===== src/hw/rtl/jss_pkg.sv =====
// jss_pkg: shared constants, register codes and cell control type
// for the jacobi stencil sweep block; no dependencies
package jss_pkg;

   localparam int MAX_WIDTH_DEF   = 32;
   localparam int SAMPLE_BITS_DEF = 32;

   localparam int WIDTH_BITS     = 6;
   localparam int REG_BITS       = 32;
   localparam int CSR_INDEX_BITS = 2;

   localparam logic [CSR_INDEX_BITS-1:0] REG_WEST_BOUND = 2'd0;
   localparam logic [CSR_INDEX_BITS-1:0] REG_EAST_BOUND = 2'd1;
   localparam logic [CSR_INDEX_BITS-1:0] REG_H_SQUARED  = 2'd2;
   localparam logic [CSR_INDEX_BITS-1:0] REG_GRID_WIDTH = 2'd3;

   localparam logic signed [REG_BITS-1:0] WEST_BOUND_RESET = 32'sd0;
   localparam logic signed [REG_BITS-1:0] EAST_BOUND_RESET = 32'sd65536;
   localparam logic [REG_BITS-1:0]        H_SQUARED_RESET  = 32'd4559944;
   localparam logic [WIDTH_BITS-1:0]      GRID_WIDTH_RESET = 6'd32;
   localparam logic [WIDTH_BITS-1:0]      MIN_GRID_WIDTH   = 6'd2;

   typedef struct packed {
      logic                  write;
      logic                  rotate;
      logic                  flush;
      logic [WIDTH_BITS-1:0] write_col;
      logic [WIDTH_BITS-1:0] edge_col;
   } cell_ctrl_type;

endpackage


===== src/hw/rtl/jss_cell.sv =====
// jss_cell: one grid column, holding three u rows and two b rows
// depends on jss_pkg; hands its row value to both neighbors
module jss_cell #(
   parameter int INDEX       = 0,
   parameter int SAMPLE_BITS = 32
) (
   input  logic                          clock,
   input  jss_pkg::cell_ctrl_type        ctrl,
   input  logic signed [SAMPLE_BITS-1:0] west_bound,
   input  logic signed [SAMPLE_BITS-1:0] east_bound,
   input  logic signed [SAMPLE_BITS-1:0] u_in,
   input  logic signed [SAMPLE_BITS-1:0] b_in,
   input  logic signed [SAMPLE_BITS-1:0] west_share,
   input  logic signed [SAMPLE_BITS-1:0] east_share,
   output logic signed [SAMPLE_BITS-1:0] share_out,
   output logic signed [SAMPLE_BITS-1:0] tap_west,
   output logic signed [SAMPLE_BITS-1:0] tap_centre,
   output logic signed [SAMPLE_BITS-1:0] tap_east,
   output logic signed [SAMPLE_BITS-1:0] tap_south,
   output logic signed [SAMPLE_BITS-1:0] tap_source
);
   import jss_pkg::*;

   localparam logic [WIDTH_BITS-1:0] MY_COL = WIDTH_BITS'(INDEX);

   logic signed [SAMPLE_BITS-1:0] u0_ff, u1_ff, u2_ff, b0_ff, b1_ff;
   logic signed [SAMPLE_BITS-1:0] u2_in, b1_in;
   logic                          hit;

   assign hit   = ctrl.write && (ctrl.write_col == MY_COL);
   assign u2_in = hit ? u_in : u2_ff;
   assign b1_in = hit ? b_in : b1_ff;

   always_ff @(posedge clock) begin
      u2_ff <= u2_in;
      b1_ff <= b1_in;
      if (ctrl.rotate) begin
         u0_ff <= u1_ff;
         u1_ff <= u2_in;
         b0_ff <= b1_in;
      end
   end

   // flush reads the row being filled, normal work the row before it
   assign share_out  = ctrl.flush ? u2_ff : u1_ff;
   assign tap_centre = share_out;
   assign tap_west   = (INDEX == 0) ? west_bound : west_share;
   assign tap_east   = (ctrl.edge_col == MY_COL) ? east_bound : east_share;
   assign tap_south  = ctrl.flush ? u1_ff : u0_ff;
   assign tap_source = ctrl.flush ? b1_ff : b0_ff;

endmodule


===== config.mk =====
export PLATFORM = sky130hd
export DESIGN_NAME = jss_cell
export DESIGN_NICKNAME = d
export VERILOG_FILES = /design/src/hw/rtl/jss_pkg.sv /design/src/hw/rtl/jss_cell.sv
export SDC_FILE = /design/constraint.sdc
export NUM_CORES = 1
export LEC_CHECK = 0
export ABC_AREA = 1
export ABC_CLOCK_PERIOD_IN_PS = 3000
export BUFFER_PORTS_ARGS = -buffer_cell sky130_fd_sc_hd__buf_2
export CORE_AREA = 2 2 155 157
export CTS_BUF_LIST = sky130_fd_sc_hd__clkbuf_8
export DETAILED_ROUTE_END_ITERATION = 16
export DIE_AREA = 0 0 157 159
export GPL_TIMING_DRIVEN = 0
export PLACE_DENSITY_LB_ADDON = 0.25
export SLEW_MARGIN = 10
export SYNTH_ARGS = -nofsm -noshare
export SYNTH_HDL_FRONTEND = slang
export SYNTH_SLANG_ARGS = --single-unit

===== constraint.sdc =====
create_clock -name clock -period 3 [get_ports clock]
set_clock_uncertainty 0.05 [all_clocks]
set_input_delay 0.45 -clock clock [delete_from_list [all_inputs] [get_ports clock]]
set_output_delay 0.45 -clock clock [all_outputs]
set_load 0.05 [all_outputs]

==> results of run 1 <==
## registers in the layout, indices dropped and copies added, names as in the netlist
signal,count
b0_ff,32
b1_ff,32
u0_ff,32
u1_ff,32
u2_ff,32
## per-stage QoR
stage / worst slack, ps / cell area, um2 / utilization / total power [mW] / hold slack, ps
after global routing: 385 / 9750 / 0.420 / 6.61 / 139
after CTS: 497 / 9750 / 0.420 / 6.38 / 123
after detailed placement: 503 / 9290 / 0.401 / 4.55 / 382
after global placement: 271 / 9260 / 0.399 / 4.53 / 377
final: 579 / 9750 / 0.420 / 6.31 / 168
after floorplan: 62.2 / 7190 / - / 4.08 / 376
## cells in the mapped netlist (all sizes together)
master and n:
inv 64, o21ai 128, nand3 1, buf 87, mux2 32, a21oi 32
clkbuf 21, nor2 39, edfxtp 96, dfxtp 64, nand2 194
## how the worst max path moves through the flow
stage	from	endpoint	slack, ps	cells past startpoint
after global routing	ctrl[12]	tap_centre[29]	380	7
after global placement	ctrl[13]	u0_ff[9]	270	1
after floorplan	ctrl[12]	tap_centre[0]	60	5
after CTS	ctrl[12]	tap_centre[11]	500	7
after detailed placement	ctrl[12]	tap_centre[11]	500	7
final	ctrl[12]	tap_centre[29]	580	7
## layout make-up
cell class	count	area, um2	area share
inverters	64	240	0.0246
clock inverters	14	214	0.0219
plain buffers	108	722	0.0740
well taps	319	399	0.0409
clock buffers	18	248	0.0254
repair buffers	335	1710	0.175
flip-flops and latches	160	4160	0.427
multi-input cells	426	2060	0.211
## cells by family (layout without fill, tap and decap cells)
kind of cell,count (synthesis),after routing,share of synthesized area
simple gates,234,234,0.125
flops,160,160,0.579
buf+inv,172,539,0.134
compound gates,160,160,0.111
mux,32,32,0.0501
## layer usage
| layer | vias to the layer above | global-route usage | share of wire |
|---|---|---|---|
| met5 | - | 0 | 0.00060 |
| met4 | 2 | 0.0392 | 0.0082 |
| met3 | 15 | 0.0498 | 0.078 |
| met2 | 235 | 0.306 | 0.50 |
| met1 | 2824 | 0.196 | 0.41 |
| li1 | 3136 | - | - |
## power by group
group,leakage [nW],total [mW],switching [mW],internal [mW]
logic,3.20,1.79,1.32,0.470
clock network,0.238,1.82,0.807,1.02
registers,1.51,2.69,0.0844,2.61
## worst register-to-register path, delay by kind of cell (launching register included)
family,cells,cell delay (ps)
and+or+nand+nor,1,100
AOI/OAI and AO/OA,1,70
DFF,1,320
==> impl_metrics.tcl, run 1 <==
set metrics [dict create \
    drv_cap 0 \
    io_pins 400 \
    timing.critical_path.mode_cell "buf_2" \
    power.density_nw_per_um2 647 \
    finalCritPeriodShare 0.807 \
    nNetsFinal 1320 \
    drive_above_1_share 0.436 \
    cts.root.buffer_cell "clkbuf_8" \
    syn_avg_cell_area_um2 9.48 \
    cp.buffers_inverters 5 \
    track_usage 0.169 \
    dr.pass1.iters 5 \
    nFillCells 2390 \
    cpLargestDelayFamily "buffers and inverters" \
    synth.cell_area_um2 7190 \
    hp-class "input port to flop" \
    rrSetupSlack_ps 2220 \
    rsz0062_at_grt "false" \
    max_clock_freq_mhz 413 \
    cts.clk_slew.worst_paths_ps 90 \
    antennaDiodeCount 0 \
    htreeDepth 4 \
    fin_cells 1444 \
    synthCells 758 \
    synthToLayoutAreaGrowth_pct 35.7 \
    rows 56 \
    cts_buffers 17 \
    path_max_fanout 10 \
    first_iter_violations 318 \
    crit_path_start_kind "input port" \
    ctsHoldBuffers 0 \
    grt_antenna_before_repair 1 \
    critPathSlowestCell "buf_2" \
    dp_cells 1412 \
    holdPathStages 3 \
    worstSetupEndpointType "primary output" \
    drcViolationCount 0 \
    cp_cell_sequence "buf_2, buf_2, buf_2, nand2_1, o21ai_0, buf_4, buf_2" \
    synth_seq_cells 160 \
    layout_commonest_cell "buf_2" \
    r2r-end "u1_ff[2]" \
    via_per_inst 4.30 \
    ir_drop_uv 304 \
    tns_ps 0 \
    synth_top_area_frac 0.401 \
    cts_buffer_depth 2 \
    slew_headroom 0.600 \
    clkLatencyLatePin_ps 430 \
    setup_viol 0 \
    die_x_um 157 \
    worst_path_largest_cell_delay_ps 310 \
    r2r_cells 2 \
    grt_pass1_vias 6112 \
    postRouteAntennaNets 0 \
    yosysTopAreaCell "edfxtp_1" \
    ys_seq_area_frac 0.579 \
    cts.repair.resized 0 \
    tritoncts "built" \
    cts.sinks 160 \
    timing.rr.start "u2_ff[2]" \
    initial_core_util 0.310 \
    coreArea_um2 23200 \
    slew_violations 0 \
    crit_arrival_ps 1920 \
    die-area_um2 25000 \
    yosys_warnings 0 \
    grt_pass1_wl_um 32400 \
    wl_per_cell_um 15.1 \
    hold_viol_final 0 \
    synthTopCellsByArea "edfxtp_1, dfxtp_1, nand2_1" \
    holdPathEnd "b1_ff[11]" \
    grt_max_degree 50 \
    leakagePower_nw 4.94 \
    synth_nets 966 \
    grt_overflow 0 \
    critPathKind "input port to primary output" \
    vias 6212 \
    required_ps 2500 \
    synth.distinct_cells 16 \
    fp.dieH_um 159 \
    final_cell_mix "buf_2, nand2_1, o21ai_0" \
    tightestPinTransition_ps 599 \
    place_hpwl_um 16300 \
    io_buffer_count 334 \
    hold_start "b_in[11]" \
    wl_um 21800 \
    cts_setup_buffers 0 \
    gp_congestion 0.790 \
    outcome "finished clean" \
    layout_min_cycle_time_ps 2420 \
]
No activity file was read; power rests on OpenSTA's default activity.
==> run 2, diff against run 1 <==
--- a/config.mk
+++ b/config.mk
@@ -5,13 +5,13 @@
 export SDC_FILE = /design/constraint.sdc
 export NUM_CORES = 1
 export LEC_CHECK = 0
-export ABC_AREA = 1
-export ABC_CLOCK_PERIOD_IN_PS = 3000
+export ABC_AREA = 0
+export ABC_CLOCK_PERIOD_IN_PS = 2500
 export BUFFER_PORTS_ARGS = -buffer_cell sky130_fd_sc_hd__buf_2
-export CORE_AREA = 2 2 155 157
+export CORE_AREA = 2 2 153 155
 export CTS_BUF_LIST = sky130_fd_sc_hd__clkbuf_8
 export DETAILED_ROUTE_END_ITERATION = 16
-export DIE_AREA = 0 0 157 159
+export DIE_AREA = 0 0 155 157
 export GPL_TIMING_DRIVEN = 0
 export PLACE_DENSITY_LB_ADDON = 0.25
 export SLEW_MARGIN = 10
==> constraint.sdc (replaced) <==
create_clock -name clock -period 2.5 [get_ports clock]
set_clock_uncertainty 0.05 [all_clocks]
set_input_delay 0.375 -clock clock [delete_from_list [all_inputs] [get_ports clock]]
set_output_delay 0.375 -clock clock [all_outputs]
set_load 0.05 [all_outputs]
==> impl_metrics.tcl, run 2 <==
set metrics [dict create \
    grt_overflow 0 \
    grt_antenna_before_repair 2 \
    leakagePower_nw 4.72 \
    synth_seq_cells 160 \
    fp.dieH_um 157 \
    synth-main-ff-cell "edfxtp_1" \
    place_hpwl_um 13600 \
    yosysTopAreaCell "edfxtp_1" \
    cts.sinks 160 \
    critPathSlowestCell "mux2_2" \
    required_ps 2080 \
    layout_commonest_cell "buf_2" \
    setup_viol 0 \
    grt_pass1_vias 4842 \
    max_clock_freq_mhz 431 \
    r2r_cells 1 \
    via_per_inst 4.31 \
    track_usage 0.141 \
    tritoncts "built" \
    crit_arrival_ps 1900 \
    dp_slack_ps 79.6 \
    timing.critical_path.mode_cell "buf_2" \
    cts_buffers 17 \
    worstSetupEndpointType "primary output" \
    syn_avg_cell_area_um2 16.4 \
    synth.cell_area_um2 7240 \
    hold_viol_final 0 \
    fin_cells 1094 \
    layout_min_cycle_time_ps 2320 \
    wl_um 18100 \
    cp-startpoint "ctrl[12]" \
    synthToLayoutAreaGrowth_pct 33.9 \
    synth_nets 650 \
    dp_cells 1062 \
    critPathKind "input port to primary output" \
    ys_seq_area_frac 0.575 \
    die-area_um2 24300 \
    antennaDiodeCount 0 \
    crit_end "tap_source[7]" \
    path_max_fanout 10 \
    synthTopCellsByArea "edfxtp_1, mux2_2, dfxtp_1" \
    drcViolationCount 0 \
    worst_path_largest_cell_delay_ps 370 \
    cts_setup_buffers 0 \
    synthArstFlopShare 0 \
    rrSetupSlack_ps 1610 \
    setup_slack_ps 179 \
    initial_core_util 0.322 \
    crit_path_start_kind "input port" \
    vias 4710 \
    power.density_nw_per_um2 772 \
    slew_violations 0 \
    wl_per_cell_um 16.6 \
    hp-class "input port to flop" \
    synth.distinct_cells 14 \
    tns_ps 0 \
    r2r-end "u1_ff[16]" \
    clkLatencyLatePin_ps 450 \
    dr.pass1.iters 4 \
    coreArea_um2 22500 \
    synth_top_area_frac 0.398 \
    gp_congestion 0.697 \
    rows 55 \
    io_pins 400 \
    die_x_um 155 \
    cts.clk_slew.worst_paths_ps 100 \
    ir_drop_uv 376 \
    finalCritPeriodShare 0.928 \
    cp_cell_sequence "clkbuf_1, buf_2, buf_2, mux2_2, buf_2" \
    cts.root.buffer_cell "clkbuf_8" \
    final_cell_mix "buf_2, mux2_2, edfxtp_1" \
    io_buffer_count 334 \
    ctsHoldBuffers 0 \
    drv_cap 0 \
    nNetsFinal 1004 \
    postRouteAntennaNets 0 \
    first_iter_violations 114 \
    cts.repair.resized 0 \
    slew_headroom 0.722 \
    p_total_mw 7.48 \
    outcome "finished clean" \
    cts_buffer_depth 2 \
    synthCells 442 \
    yosysMostFrequentCell "mux2_2" \
    grt_pass1_wl_um 26000 \
    timing.rr.start "u2_ff[16]" \
    htreeDepth 4 \
    rsz0062_at_grt "false" \
    drive_above_1_share 0.795 \
    yosys_warnings 0 \
    synthTopCellsByCount "mux2_2, edfxtp_1, buf_4, dfxtp_1, mux2_4" \
    tightestPinTransition_ps 417 \
    synth_edf_count 96 \
    grt_max_degree 59 \
]
-- run 2: changes by cell type in the layout (fill, tap and decap cells not counted), sizes merged, moves of 4 or more --
cell,change
a21oi,-32
buf,-4
bufinv,-4
clkbuf,-19
clkinvlp,+4
inv,-62
mux2,+160
nand2,-192
nor2,-38
o21ai,-128
-- run 2: worst min path at each step --
stage	startpoint	to	slack, ps	cells past startpoint
floorplan	u1_ff[0]	u0_ff[0]	390	0
finish	u_in[18]	u2_ff[18]	100	2
CTS	u_in[13]	u2_ff[13]	70	2
detailed placement	u1_ff[15]	u0_ff[15]	410	0
global route	u_in[13]	u2_ff[13]	80	2
global placement	u1_ff[17]	u0_ff[17]	400	0
-- run 2: cell type report --
class / instances / area [um2]
fill: 2159 / 12800
buffer: 84 / 636
multi-input combinational: 198 / 2440
clock inverter: 13 / 128
clock buffer: 19 / 262
timing repair buffer: 335 / 1710
sequential: 160 / 4160
tap: 285 / 357
-- run 2: cells by family after synthesis --
| group | after synthesis | share of synthesized area |
|---|---|---|
| buffers and inverters | 84 | 0.0878 |
| flip-flops | 160 | 0.575 |
| multiplexers | 192 | 0.330 |
| AND/OR/NAND/NOR | 6 | 0.00743 |
-- run 2: worst max-delay path: cells and delay by family --
kind / cells / cell delay (ps)
buffers and inverters: 4 / 1130
multiplexers: 1 / 370
-- run 2: power breakdown --
group / switching, mW / total (mW) / internal, mW / leakage (nW)
Combinational: 1.56 / 2.34 / 0.777 / 3.03
Clock: 1.02 / 1.88 / 0.859 / 0.189
Sequential: 0.125 / 3.26 / 3.14 / 1.51
Total: 2.71 / 7.48 / 4.77 / 4.72
-- run 2: metrics by stage --
| step | util | hold slack [ps] | instance area, um2 |
|---|---|---|---|
| after CTS | 0.431 | 72.0 | 9690 |
| after floorplan | - | 390 | 7240 |
| after global placement | 0.412 | 402 | 9270 |
| after detailed placement | 0.413 | 408 | 9300 |
| after global routing | 0.431 | 77.4 | 9690 |
| final | 0.431 | 105 | 9690 |
-- run 2: per-layer routing --
metal	track usage	wire length, um
met4	0.0370	160
met5	0	31
met2	0.261	9260
met1	0.152	7050
met3	0.0496	1630
==> run 3, diff against run 2 <==
--- a/config.mk
+++ b/config.mk
@@ -8,10 +8,10 @@
 export ABC_AREA = 0
 export ABC_CLOCK_PERIOD_IN_PS = 2500
 export BUFFER_PORTS_ARGS = -buffer_cell sky130_fd_sc_hd__buf_2
-export CORE_AREA = 2 2 153 155
-export CTS_BUF_LIST = sky130_fd_sc_hd__clkbuf_8
+export CORE_AREA = 2 2 155 157
+export CTS_BUF_LIST = sky130_fd_sc_hd__clkbuf_8 sky130_fd_sc_hd__clkbuf_16
 export DETAILED_ROUTE_END_ITERATION = 16
-export DIE_AREA = 0 0 155 157
+export DIE_AREA = 0 0 157 159
 export GPL_TIMING_DRIVEN = 0
 export PLACE_DENSITY_LB_ADDON = 0.25
 export SLEW_MARGIN = 10
==> impl_metrics.tcl, run 3 (synthesized netlist as in run 2, its figures left out) <==
set metrics [dict create \
    tritoncts "built" \
    critPathSlowestCell "mux2_2" \
    first_iter_violations 120 \
    track_usage 0.140 \
    cts.sinks 160 \
    rrSetupSlack_ps 1610 \
    fin_cells 1131 \
    rsz0062_at_grt "false" \
    place_hpwl_um 14000 \
    tightestPinTransition_ps 470 \
    hp-class "input port to flop" \
    tns_ps 0 \
    grt_pass1_vias 4688 \
    setup_viol 0 \
    clkLatencyLatePin_ps 410 \
    gp_congestion 0.708 \
    grt_pass1_wl_um 25900 \
    dp_slack_ps 75.3 \
    ctsHoldBuffers 0 \
    worstSetupEndpointType "primary output" \
    dr.pass1.iters 4 \
    layout_commonest_cell "buf_2" \
    outcome "finished clean" \
    layout_min_cycle_time_ps 2300 \
    grt_max_degree 52 \
    slew_violations 0 \
    critPathKind "input port to primary output" \
    grt_antenna_before_repair 2 \
    drv_cap 0 \
    cp.buffers_inverters 4 \
    hold_viol_final 0 \
    synthToLayoutAreaGrowth_pct 37.4 \
    cts.clk_slew.worst_paths_ps 70 \
    cts_setup_buffers 0 \
    htreeDepth 4 \
    dp_cells 1096 \
    finalCritPeriodShare 0.919 \
    fp.dieH_um 159 \
    io_buffer_count 334 \
    rows 56 \
    via_per_inst 4.14 \
    final_cell_mix "buf_2, mux2_2, edfxtp_1" \
    path_max_fanout 10 \
    nNetsFinal 1004 \
    die-area_um2 25000 \
    postRouteAntennaNets 0 \
    power.density_nw_per_um2 826 \
    setup_slack_ps 202 \
    ir_drop_uv 418 \
    cts.repair.resized 0 \
    grt_overflow 0 \
    io_pins 400 \
    cp_cell_sequence "clkbuf_1, buf_2, buf_2, mux2_2, buf_2" \
    cts.root.buffer_cell "clkbuf_16" \
    wl_per_cell_um 16.2 \
    crit_arrival_ps 1870 \
    slew_headroom 0.687 \
    crit_path_start_kind "input port" \
    leakagePower_nw 4.83 \
    drive_above_1_share 0.795 \
    wl_um 18300 \
    vias 4679 \
    initial_core_util 0.312 \
    required_ps 2080 \
    worst_path_largest_cell_delay_ps 410 \
    die_x_um 157 \
    p_total_mw 8.22 \
    max_clock_freq_mhz 435 \
    timing.critical_path.mode_cell "buf_2" \
    cts_buffers 17 \
    cts_buffer_depth 2 \
    coreArea_um2 23200 \
    cpLargestDelayFamily "buffers and inverters" \
    drcViolationCount 0 \
]
==> run 3: report_power, final <==
group	switching [mW]	internal, mW	leakage (nW)
Combinational	1.56	0.777	3.03
Sequential	0.124	3.14	1.51
Clock	1.16	1.46	0.300
==> run 3: metal layers <==
layer,wire (um),vias to the layer above,track usage
met2,9330,244,0.254
met1,6980,2149,0.147
met3,1630,13,0.0493
li1,-,2273,-
met5,0,-,0
met4,346,0,0.0525
==> run 3: layout make-up <==
class | instances | area [um2]
sequential | 160 | 4160
antenna | 3 | 7.51
buffer | 84 | 636
clock buffer | 18 | 439
clock inverter | 14 | 159
multi-input combinational | 198 | 2440
timing repair buffer | 335 | 1710
fill | 2178 | 13200
tap | 319 | 399
==> run 3: metrics by stage <==
stage / cell area (um2) / util / hold slack (ps)
2_1_floorplan: 7240 / - / 390
3_3_place_gp: 9310 / 0.401 / 403
3_5_place_dp: 9350 / 0.403 / 410
4_1_cts: 9940 / 0.429 / 107
5_1_grt: 9950 / 0.429 / 118
6_report: 9950 / 0.429 / 134
==> run 3: path summary, 6_finish.rpt <==
path	depth (start not counted)	startpoint	end
worst max-delay path	5	ctrl[12]	tap_source[3]
worst min-delay path	2	u_in[12]	u2_ff[12]
worst max register to register	1	b1_ff[31]	b0_ff[31]
worst min register to register	0	u1_ff[24]	u0_ff[24]
